--- src/rtl/core/modular_exponentiation_64_top_macros.svh ---
// Assertion macros used by the datapath of the modular exponentiation core.
`ifndef MODULAR_EXPONENTIATION_64_TOP_MACROS_SVH
`define MODULAR_EXPONENTIATION_64_TOP_MACROS_SVH
`ifndef SYNTH
// Property that must hold at every clock edge outside reset.
`define MEXP_ASSERT_HOLD(label, clk, rst, prop) \
  label: assert property (@(posedge clk) disable iff (rst) (prop)) \
    else $error("mexp assertion failed");
// Condition that must hold in the cycle after the trigger.
`define MEXP_ASSERT_NEXT(label, clk, rst, trig, cons) \
  label: assert property (@(posedge clk) disable iff (rst) (trig) |=> (cons)) \
    else $error("mexp assertion failed");
`else
`define MEXP_ASSERT_HOLD(label, clk, rst, prop)
`define MEXP_ASSERT_NEXT(label, clk, rst, trig, cons)
`endif
`endif

--- src/rtl/core/mexp_pkg.sv ---
// Shared types and constants of the modular exponentiation core.
package mexp_pkg;

  // Width of every payload field on the channels.
  localparam int unsigned DATA_W = 64;

  // Modular multiply operations run by the datapath.
  typedef enum logic [1:0] {
    OP_REDUCE = 2'd0,  // base mod modulus, as 1 * base
    OP_MULR   = 2'd1,  // result times base power
    OP_SQR    = 2'd2   // base power squared
  } op_t;

  // Commands from the controller to the datapath.
  typedef struct packed {
    logic load;       // capture a new request
    logic clear_r;    // force the result to zero
    logic mul_start;  // set up a modular multiply
    op_t  op;         // operation for mul_start
    logic dbl;        // double the accumulator mod m
    logic add;        // add the multiplicand mod m
    logic advance;    // move to the next multiplier bit
    logic wb;         // write the product back
    logic exp_shift;  // move to the next exponent bit
    logic push;       // load the output register
  } cmd_t;

  // Status from the datapath to the controller.
  typedef struct packed {
    logic m_small;   // modulus is zero or one
    logic mul_bit;   // current multiplier bit
    logic mul_last;  // current multiplier bit is the last one
    logic exp_bit;   // current exponent bit
    logic exp_last;  // current exponent bit is the last one
    op_t  op;        // operation in progress
    logic out_free;  // output register can take a result
  } sts_t;

endpackage

--- src/rtl/core/mexp_if.sv ---
// Request and result channel interfaces of the modular exponentiation core.
interface mexp_in_if import mexp_pkg::*; ();
  logic              valid;
  logic              ready;
  logic [DATA_W-1:0] base_value;
  logic [DATA_W-1:0] exponent_value;
  logic [DATA_W-1:0] modulus_value;

  modport source (output valid, output base_value, output exponent_value,
                  output modulus_value, input ready);
  modport sink (input valid, input base_value, input exponent_value,
                input modulus_value, output ready);
endinterface

interface mexp_out_if import mexp_pkg::*; ();
  logic              valid;
  logic              ready;
  logic [DATA_W-1:0] power_result;

  modport source (output valid, output power_result, input ready);
  modport sink (input valid, input power_result, output ready);
endinterface

--- src/rtl/core/mexp_dp.sv ---
// Datapath: operand registers, shift-add-reduce multiplier and output register.
module mexp_dp import mexp_pkg::*; #(
  parameter int unsigned W = 64
) (
  input  logic              clk,
  input  logic              rst,
  input  cmd_t              cmd,
  output sts_t              sts,
  input  logic [DATA_W-1:0] base_value,
  input  logic [DATA_W-1:0] exponent_value,
  input  logic [DATA_W-1:0] modulus_value,
  output logic              out_valid,
  input  logic              out_ready,
  output logic [DATA_W-1:0] out_data
);

  localparam int unsigned CNT_W = $clog2(W);

  logic [W-1:0]     m_reg;
  logic [W-1:0]     e_reg;
  logic [W-1:0]     b_reg;
  logic [W-1:0]     r_reg;
  logic [W-1:0]     acc;
  logic [W-1:0]     mcand;
  logic [W-1:0]     mplier;
  logic [CNT_W-1:0] mul_cnt;
  logic [CNT_W-1:0] exp_cnt;
  op_t              op;
  logic             out_full;
  logic             out_reduced;

  logic [W:0]   dbl_sum;
  logic [W:0]   add_sum;
  logic [W-1:0] dbl_res;
  logic [W-1:0] add_res;

  // Doubling is a shift; one conditional subtract brings it below m.
  always_comb begin
    dbl_sum = {acc, 1'b0};
    if (dbl_sum >= {1'b0, m_reg}) begin
      dbl_sum = dbl_sum - {1'b0, m_reg};
    end
    dbl_res = dbl_sum[W-1:0];
  end

  // Adding the multiplicand, then one conditional subtract.
  always_comb begin
    add_sum = {1'b0, acc} + {1'b0, mcand};
    if (add_sum >= {1'b0, m_reg}) begin
      add_sum = add_sum - {1'b0, m_reg};
    end
    add_res = add_sum[W-1:0];
  end

  // Operand and multiplier registers.
  always_ff @(posedge clk) begin
    if (cmd.load) begin
      b_reg   <= base_value[W-1:0];
      e_reg   <= exponent_value[W-1:0];
      m_reg   <= modulus_value[W-1:0];
      r_reg   <= W'(1);
      exp_cnt <= CNT_W'(W - 1);
    end
    if (cmd.clear_r) begin
      r_reg <= '0;
    end
    if (cmd.mul_start) begin
      acc     <= '0;
      op      <= cmd.op;
      mul_cnt <= CNT_W'(W - 1);
      mplier  <= b_reg;
      case (cmd.op)
        OP_REDUCE: mcand <= W'(1);
        OP_MULR:   mcand <= r_reg;
        OP_SQR:    mcand <= b_reg;
        default:   mcand <= b_reg;
      endcase
    end
    if (cmd.dbl) begin
      acc <= dbl_res;
    end
    if (cmd.add) begin
      acc <= add_res;
    end
    if (cmd.advance) begin
      mplier  <= {mplier[W-2:0], 1'b0};
      mul_cnt <= mul_cnt - CNT_W'(1);
    end
    if (cmd.wb) begin
      case (op)
        OP_MULR: r_reg <= acc;
        default: b_reg <= acc;
      endcase
    end
    if (cmd.exp_shift) begin
      e_reg   <= {1'b0, e_reg[W-1:1]};
      exp_cnt <= exp_cnt - CNT_W'(1);
    end
  end

  // Output register: a finished result waits here for the consumer.
  always_ff @(posedge clk) begin
    if (rst) begin
      out_full <= 1'b0;
    end else if (cmd.push) begin
      out_full <= 1'b1;
    end else if (out_ready) begin
      out_full <= 1'b0;
    end
  end

  always_ff @(posedge clk) begin
    if (cmd.push) begin
      out_data <= DATA_W'(r_reg);
    end
  end

  assign out_valid = out_full;

  // Status back to the controller.
  always_comb begin
    sts.m_small  = (m_reg <= W'(1));
    sts.mul_bit  = mplier[W-1];
    sts.mul_last = (mul_cnt == '0);
    sts.exp_bit  = e_reg[0];
    sts.exp_last = (exp_cnt == '0);
    sts.op       = op;
    sts.out_free = !out_full || out_ready;
  end

  // A held result is below the modulus unless the modulus is zero or one.
  assign out_reduced = sts.m_small || (out_data < DATA_W'(m_reg));

`include "modular_exponentiation_64_top_macros.svh"

  // The accumulator and multiplicand stay reduced throughout a multiply.
  `MEXP_ASSERT_HOLD(a_acc_reduced, clk, rst, !(cmd.dbl || cmd.add) || (acc < m_reg))
  `MEXP_ASSERT_HOLD(a_mcand_reduced, clk, rst, !(cmd.dbl || cmd.add) || (mcand < m_reg))
  // A delivered result is below a modulus of two or more.
  `MEXP_ASSERT_NEXT(a_result_reduced, clk, rst, cmd.push, out_full && out_reduced)

endmodule

--- src/rtl/core/mexp_ctrl.sv ---
// Controller: sequences reduction, multiplies and squarings over the exponent bits.
module mexp_ctrl import mexp_pkg::*; (
  input  logic clk,
  input  logic rst,
  input  logic in_valid,
  output logic in_ready,
  input  sts_t sts,
  output cmd_t cmd
);

  typedef enum logic [7:0] {
    S_IDLE  = 8'b0000_0001,
    S_CHECK = 8'b0000_0010,
    S_ITER  = 8'b0000_0100,
    S_SQR   = 8'b0000_1000,
    S_DBL   = 8'b0001_0000,
    S_ADD   = 8'b0010_0000,
    S_WB    = 8'b0100_0000,
    S_DONE  = 8'b1000_0000
  } state_t;

  state_t state;
  state_t state_next;

  always_ff @(posedge clk) begin
    if (rst) begin
      state <= S_IDLE;
    end else begin
      state <= state_next;
    end
  end

  assign in_ready = (state == S_IDLE);

  // Next state and datapath commands.
  always_comb begin
    state_next = state;
    cmd        = '0;
    cmd.op     = OP_SQR;
    case (state)
      S_IDLE: begin
        if (in_valid) begin
          cmd.load   = 1'b1;
          state_next = S_CHECK;
        end
      end
      S_CHECK: begin
        // A modulus of zero or one gives zero; otherwise reduce the base first.
        if (sts.m_small) begin
          cmd.clear_r = 1'b1;
          state_next  = S_DONE;
        end else begin
          cmd.mul_start = 1'b1;
          cmd.op        = OP_REDUCE;
          state_next    = S_DBL;
        end
      end
      S_ITER: begin
        cmd.mul_start = 1'b1;
        cmd.op        = sts.exp_bit ? OP_MULR : OP_SQR;
        state_next    = S_DBL;
      end
      S_SQR: begin
        cmd.mul_start = 1'b1;
        cmd.op        = OP_SQR;
        state_next    = S_DBL;
      end
      S_DBL: begin
        cmd.dbl     = 1'b1;
        cmd.advance = !sts.mul_bit;
        if (sts.mul_bit) begin
          state_next = S_ADD;
        end else if (sts.mul_last) begin
          state_next = S_WB;
        end
      end
      S_ADD: begin
        cmd.add     = 1'b1;
        cmd.advance = 1'b1;
        state_next  = sts.mul_last ? S_WB : S_DBL;
      end
      S_WB: begin
        cmd.wb = 1'b1;
        case (sts.op)
          OP_REDUCE: state_next = S_ITER;
          OP_MULR:   state_next = S_SQR;
          default: begin
            cmd.exp_shift = 1'b1;
            state_next    = sts.exp_last ? S_DONE : S_ITER;
          end
        endcase
      end
      S_DONE: begin
        if (sts.out_free) begin
          cmd.push   = 1'b1;
          state_next = S_IDLE;
        end
      end
      default: state_next = S_IDLE;
    endcase
  end

endmodule

--- src/rtl/core/modular_exponentiation_64_top.sv ---
// Top level: result = base ^ exponent mod modulus by right-to-left square-and-multiply.
// Each modular multiply runs setup, one doubling for each of the W = OPERAND_WIDTH multiplier
// bits, one addition per set bit, then writeback.
// A modulus of zero or one gives a zero result without any multiply.
// One request at a time, the next taken the cycle after a result; sync reset empties output.
module modular_exponentiation_64_top import mexp_pkg::*; #(
  parameter int unsigned OPERAND_WIDTH = 64
) (
  input logic       clk,
  input logic       rst,
  mexp_in_if.sink   operands,
  mexp_out_if.source result
);

  cmd_t cmd;
  sts_t sts;

  mexp_ctrl u_ctrl (
    .clk      (clk),
    .rst      (rst),
    .in_valid (operands.valid),
    .in_ready (operands.ready),
    .sts      (sts),
    .cmd      (cmd)
  );

  mexp_dp #(
    .W (OPERAND_WIDTH)
  ) u_dp (
    .clk            (clk),
    .rst            (rst),
    .cmd            (cmd),
    .sts            (sts),
    .base_value     (operands.base_value),
    .exponent_value (operands.exponent_value),
    .modulus_value  (operands.modulus_value),
    .out_valid      (result.valid),
    .out_ready      (result.ready),
    .out_data       (result.power_result)
  );

endmodule

--- src/flat_wrapper.sv ---
// flat-port wrapper written by rule: the top's interface ports become plain ports
module modular_exponentiation_64_top_flat import mexp_pkg::*;
#(
  parameter int unsigned OPERAND_WIDTH = 64
)
  (clk, rst, operands_valid, operands_base_value, operands_exponent_value, operands_modulus_value, operands_ready, result_valid, result_power_result, result_ready);
  mexp_in_if operands_i ();
  mexp_out_if result_i ();
  input logic clk;
  input logic rst;
  input wire logic [$bits(operands_i.valid)-1:0] operands_valid;
  input wire logic [$bits(operands_i.base_value)-1:0] operands_base_value;
  input wire logic [$bits(operands_i.exponent_value)-1:0] operands_exponent_value;
  input wire logic [$bits(operands_i.modulus_value)-1:0] operands_modulus_value;
  output wire logic [$bits(operands_i.ready)-1:0] operands_ready;
  output wire logic [$bits(result_i.valid)-1:0] result_valid;
  output wire logic [$bits(result_i.power_result)-1:0] result_power_result;
  input wire logic [$bits(result_i.ready)-1:0] result_ready;
  assign operands_i.valid = operands_valid;
  assign operands_i.base_value = operands_base_value;
  assign operands_i.exponent_value = operands_exponent_value;
  assign operands_i.modulus_value = operands_modulus_value;
  assign operands_ready = operands_i.ready;
  assign result_valid = result_i.valid;
  assign result_power_result = result_i.power_result;
  assign result_i.ready = result_ready;
  modular_exponentiation_64_top #(.OPERAND_WIDTH(OPERAND_WIDTH)) u_core (.clk(clk), .rst(rst), .operands(operands_i), .result(result_i));
endmodule
--- config.mk ---
export PLATFORM = sky130hd
export DESIGN_NAME = modular_exponentiation_64_top_flat
export DESIGN_NICKNAME = d
export VERILOG_FILES = /design/src/rtl/core/mexp_pkg.sv /design/src/rtl/core/mexp_if.sv /design/src/rtl/core/mexp_dp.sv /design/src/rtl/core/mexp_ctrl.sv /design/src/rtl/core/modular_exponentiation_64_top.sv /design/src/flat_wrapper.sv
export VERILOG_INCLUDE_DIRS = /design/src /design/src/rtl/core
export SDC_FILE = /design/constraint.sdc
export NUM_CORES = 1
export LEC_CHECK = 0
export ABC_CLOCK_PERIOD_IN_PS = 8300
export BUFFER_PORTS_ARGS = -buffer_cell sky130_fd_sc_hd__buf_2
export CORE_MARGIN = 2
export CORE_UTILIZATION = 42
export CTS_CLUSTER_DIAMETER = 40
export CTS_CLUSTER_SIZE = 12
export DETAILED_ROUTE_END_ITERATION = 16
export GPL_ROUTABILITY_DRIVEN = 0
export PLACE_DENSITY = 0.65
export SETUP_SLACK_MARGIN = 0.2
export SLEW_MARGIN = 40
export SYNTH_ARGS = -nofsm -noshare
export SYNTH_HDL_FRONTEND = slang
export SYNTH_SLANG_ARGS = --single-unit
--- constraint.sdc ---
create_clock -name clk -period 8.3 [get_ports clk]
set_input_delay 1.66 -clock clk [delete_from_list [all_inputs] [get_ports clk]]
set_output_delay 1.66 -clock clk [all_outputs]
set_load 0.03 [all_outputs]
# Word level (Yosys, flattened, before mapping)
# Index checks and enable logic that the tools add are counted.
# Widths: inputs -> output; s select.
# classes
shift,0
add_sub_neg,5
muxes,46
order_cmp,3
bitwise,0
div_mod_pow,0
n_eq_ne,13
n_reduce_logical,14
multipliers,0
# ops
operator,count
$mux 64,14
$ge 65x64->1,2
$pmux 64 s2,1
$sub 64x64->64,2
$mux 63,2
$add 64x64->65,1
$le 64x1->1 const B,1
$pmux 8 s7,1
$mux 8,6
$mux 6,4
$pmux 8 s2,1
$logic_not 6->1,2
$sub 6x1->6 const B,2
$mux 1,11
$pmux 3 s3,1
$eq 8x1->1 const B,1
$eq 8x2->1 const B,1
$eq 8x3->1 const B,1
$eq 8x4->1 const B,1
$eq 8x5->1 const B,1
$eq 8x6->1 const B,1
$eq 8x7->1 const B,1
$eq 8x8->1 const B,1
$mux 7,1
14 further kinds,21
# word_totals
elab_cells,96
mem_count,0
out_inout_bits,66
latch_bits,0
mem_bits_ro,0
in_bits,196
reg_bits,535
mem_bits_rw,0

# Longest topological paths before layout
# depth
depth_word,6
ltp_mapped,27
depth_no_buf,24

# By module
# A second synthesis with hierarchy kept.
# unflattened
cells_unflattened,3410
area_unflattened_um2,33111.8
# by_module_without_submodules
module,area_per_inst_um2,n_inst,seq_area_each_um2,cells_per_inst
mexp_dp,32521.2,1,14513.9,3346
mexp_ctrl,590.6,1,160.2,64

# Least setup slack after synthesis
# OpenSTA, ideal clock, no wires.
# synth_path
path_type,register -> register
from,reg u_core.u_dp.acc[0]
to,"reg u_core.u_dp.acc[51], data pin"
period_less_slack_ns,5.885
setup_ns,0.271
path_stages_with_launch,26
arrival_ns,5.614
n_path_buf,3
setup_slack_ns,2.415
required_ns,8.029
path_cell_list,edfxtp_1 > ha_1 > fa_1 > a21oi_1 > o221ai_1 > a31oi_1 > nand4_1 > a41oi_1 > o31ai_1 > a31oi_1 > o21ai_0 > xor2_1 > ha_1 > clkbuf_1 > and4_1 > nand3_1 > or4_1 > nor2_1 > and4b_1 > o211ai_1 > a211oi_1 > and2_1 > buf_6 > clkbuf_1 > a222oi_1 > o31ai_1
# synth_via
elab_chain_len,4
elab_cells_between_ends,9
cone_classes,3 x add/sub; 2 x order compare; 4 x mux
# synth_rtl
element,line_no,source
"start, declared",mexp_dp.sv:23,logic [W-1:0] acc;
"start signal, assigned",mexp_dp.sv:80,acc <= dbl_res;
"start signal, assigned",mexp_dp.sv:83,acc <= add_res;
"$add 64x64->65, or another cell as far along",mexp_dp.sv:48,"add_sum = {1'b0, acc} + {1'b0, mcand};"
"$sub 64x64->64, or another cell as far along",mexp_dp.sv:50,"add_sum = add_sum - {1'b0, m_reg};"
"$mux 64, on equally long branches","mexp_dp.sv:49, mexp_dp.sv:79",
$mux 64 *,mexp_dp.sv:82,if (cmd.add) begin
# Every way passes the cells marked *; elsewhere a longest branch is shown, timed or not.
# A chain may end at the register's enable or synchronous reset.

# Final worst setup path
# Ends and elaborated chain as after synthesis.

==> results.json <==
{
  "cts_made_buffers": 89,
  "synth_ff_type": "edfxtp_1",
  "syn_nets": 3760,
  "cts_setup_buffers": 0,
  "yosys-top-cells-area": "edfxtp_1, dfxtp_1, ha_1, a22o_1, nand2_1",
  "grt_pass1_vias": 26700,
  "path_cells": "ha_1 > fa_1 > a21oi_1 > o221ai_1 > a31oi_1 > nand4_1 > a41oi_1 > o31ai_1 > a31oi_1 > o21ai_0 > xor2_1 > ha_1 > and4_1 > nand3_1 > or4_1 > nor2_1 > and4b_1 > o211ai_1 > a211oi_4 > buf_4 > nor2_2 > a222oi_1 > o31ai_1",
  "whs_ns": 0.470,
  "end_kind": "flip-flop",
  "num_vias": 27900,
  "fp-row-count": 102,
  "cts_tree": "yes",
  "grt-ovfl-total": 0,
  "place_hpwl_um": 78000,
  "ant_nets": 0,
  "routed_wl_um": 106000,
  "met3_usage_pct": 6.03,
  "cts_sinks": 535,
  "crit_fanout": 36,
  "critPathMaxStageDelay_ns": 0.65,
  "die_h_um": 283,
  "crit_required_ns": 8.78,
  "cts_resized": 0,
  "ys_ff_latch": 535,
  "status": "complete, but fails checks",
  "slew_violations": 0,
  "core_area_um2": 77300,
  "die_w_um": 283,
  "clk_latency_ns": 0.68,
  "final_common_cell": "nand2_1",
  "wl_per_cell_um": 22.7,
  "synthToLayoutAreaGrowth_pct": 16.5,
  "htreeDepth": 3,
  "busiest_layer": "met2",
  "start_kind": "flip-flop",
  "cts_buffer_depth": 3,
  "min_path_type": "reg2reg",
  "synth_warnings": 0,
  "drc": 2,
  "vias_per_cell": 5.98,
  "grt_util_met2_pct": 38.6,
  "peakVddDrop_mv": 0.156,
  "synthArstFlopShare_pct": 0,
  "maxSlewHeadroom_pct": 35.6,
  "clockRootBuffer": "clkbuf_16",
  "grt_antenna_before_repair": 9,
  "synth.avg_cell_area_um2": 9.73,
  "crit_type": "reg2reg",
  "fin_skew_ns": 0.0412,
  "synth_area_um2": 32700,
  "grt_max_degree": 108,
  "tightest_slew_ns": 0.957,
  "powerDensity_nw_per_um2": 218,
  "drt_iter0_markers": 2881,
  "cts_hold_buf": 0,
  "drive_gt1_share_pct": 14.0,
  "final.period_utilization_pct": 89.8,
  "finalCriticalPeriod_ns": 7.45,
  "p_leak_nw": 15.8,
  "fin_tns_setup_ns": 0,
  "clk_pin_slew_worst_paths_ns": 0.06,
  "die_area_um2": 80200,
  "ys_seq_area_share_pct": 44.8,
  "hold_violations": 0,
  "io_pins": 262,
  "synth_edf_count": 396,
  "failed_checks": "DRC",
  "synth.largest_area_cell": "edfxtp_1",
  "fillCellCount": 7188,
  "crit_arrival_ns": 7.93,
  "worst_path_max_delay_cell": "nor2_2",
  "setup_viol": 0,
  "grt_pass1_wl_um": 161000,
  "yosysTopAreaCellShare_pct": 36.3,
  "fmax_mhz": 134,
  "port_buffers": 261,
  "dr.pass1.iters": 12,
  "met1_usage_pct": 35.5,
  "initial_core_util_pct": 42.3,
  "maxCapViolations": 0,
  "synthesis.instances": 3367,
  "nNetsFinal": 3940,
  "final_cell_mix": "nand2_1, edfxtp_1, a21oi_1",
  "rsz0062_at_grt": "false",
  "ys_types": 92,
  "grt_usage_pct": 25.6
}
[metrics by stage]
stage | area [um2] | worst slack [ns] | utilization (%) | std cells | total power, mW
2_1_floorplan | 32700 | 2.42 | - | 3367 | 4.05
3_3_place_gp | 34800 | 1.18 | 45.0 | 4494 | 4.41
4_1_cts | 38100 | 1.03 | 49.3 | 4664 | 8.35
5_1_grt | 38100 | 0.459 | 49.3 | 4665 | 8.61
6_report | 38200 | 0.850 | 49.3 | 4669 | 8.33
3_5_place_dp | 34900 | 1.09 | 45.2 | 4496 | 4.42
[metal layers]
metal  vias to the layer above  share of wire, %
li1                      13000                 -
met2                      1384                43
met4                         8               4.1
met1                     13300                43
met3                       254               9.5
met5                         -             0.044
[kinds of logic (layout without fill, tap and decap cells)]
family                   count (synthesis)  count (layout)  synth area share, %
multiplexers                           124             124                 3.79
XOR/XNOR                               182             182                 4.87
other                                    0               5                    0
flip-flops                             535             535                 44.8
buffers and inverters                  329             586                 3.92
AND/OR/NAND/NOR                        939             939                 13.2
AO/OA/AOI/OAI                         1061            1061                 21.8
adder cells (fa/ha/maj)                197             197                 7.60
[final cells by class]
| class | instances | area, um2 | area share (%) |
|---|---|---|---|
| diodes | 5 | 12.5 | 0.0328 |
| flip-flops and latches | 535 | 14700 | 38.5 |
| well taps | 1040 | 1300 | 3.41 |
| clock inverters | 62 | 788 | 2.07 |
| inverters | 128 | 480 | 1.26 |
| repair buffers | 290 | 1570 | 4.12 |
| clock buffers | 106 | 2410 | 6.33 |
| multi-input cells | 2503 | 16900 | 44.3 |
[path summary, 6_finish.rpt]
path	cells after the start	slack, ns	to	startpoint
worst max register to register	23	0.85	u_core.u_dp.acc[51]$_DFFE_PP_	u_core.u_dp.acc[0]$_DFFE_PP_
worst max-delay path	23	0.85	u_core.u_dp.acc[51]$_DFFE_PP_	u_core.u_dp.acc[0]$_DFFE_PP_
worst min-delay path	2	0.47	u_core.u_dp.e_reg[63]$_SDFFE_PP0P_	u_core.u_dp.e_reg[63]$_SDFFE_PP0P_
worst min register to register	2	0.47	u_core.u_dp.e_reg[63]$_SDFFE_PP0P_	u_core.u_dp.e_reg[63]$_SDFFE_PP0P_
[power breakdown]
part	switching [mW]	leakage (nW)	internal (mW)	total, mW
sequential	0.0995	4.92	3.02	3.12
clock	1.47	1.56	2.45	3.92
combinational	0.774	9.35	0.517	1.29
[cell usage after synthesis, types with 10 or more instances]
master    number
a211oi_1      19
a21o_1       105
a21oi_1      265
a22o_1       192
a31oi_1       29
and2_1        19
and3_1        22
buf_2         12
clkbuf_1     177
dfxtp_1      139
edfxtp_1     396
ha_1         194
inv_1        128
mux2i_1      124
nand2_1      447
nand2b_1      18
nand3_1       55
nand4_1       66
nor2_1       164
nor2b_1       16
nor3_1        42
nor3b_1       11
nor4_1        25
o211ai_1      24
o21a_1        26
o21ai_0      202
o21ai_1       10
o21bai_1      32
o22ai_1       46
o31ai_1       14
or3_1         17
xnor2_1      111
xor2_1        71
[critical path, delay by kind of cell (launching register included)]
| kind | cells | cell delay (ns) |
|---|---|---|
| fa+ha+maj | 3 | 1.14 |
| xor+xnor | 1 | 0.18 |
| buf+inv | 1 | 0.28 |
| simple gates | 7 | 2.21 |
| flops | 1 | 0.47 |
| compound gates | 11 | 2.94 |
No activity file was read; power rests on OpenSTA's default activity.
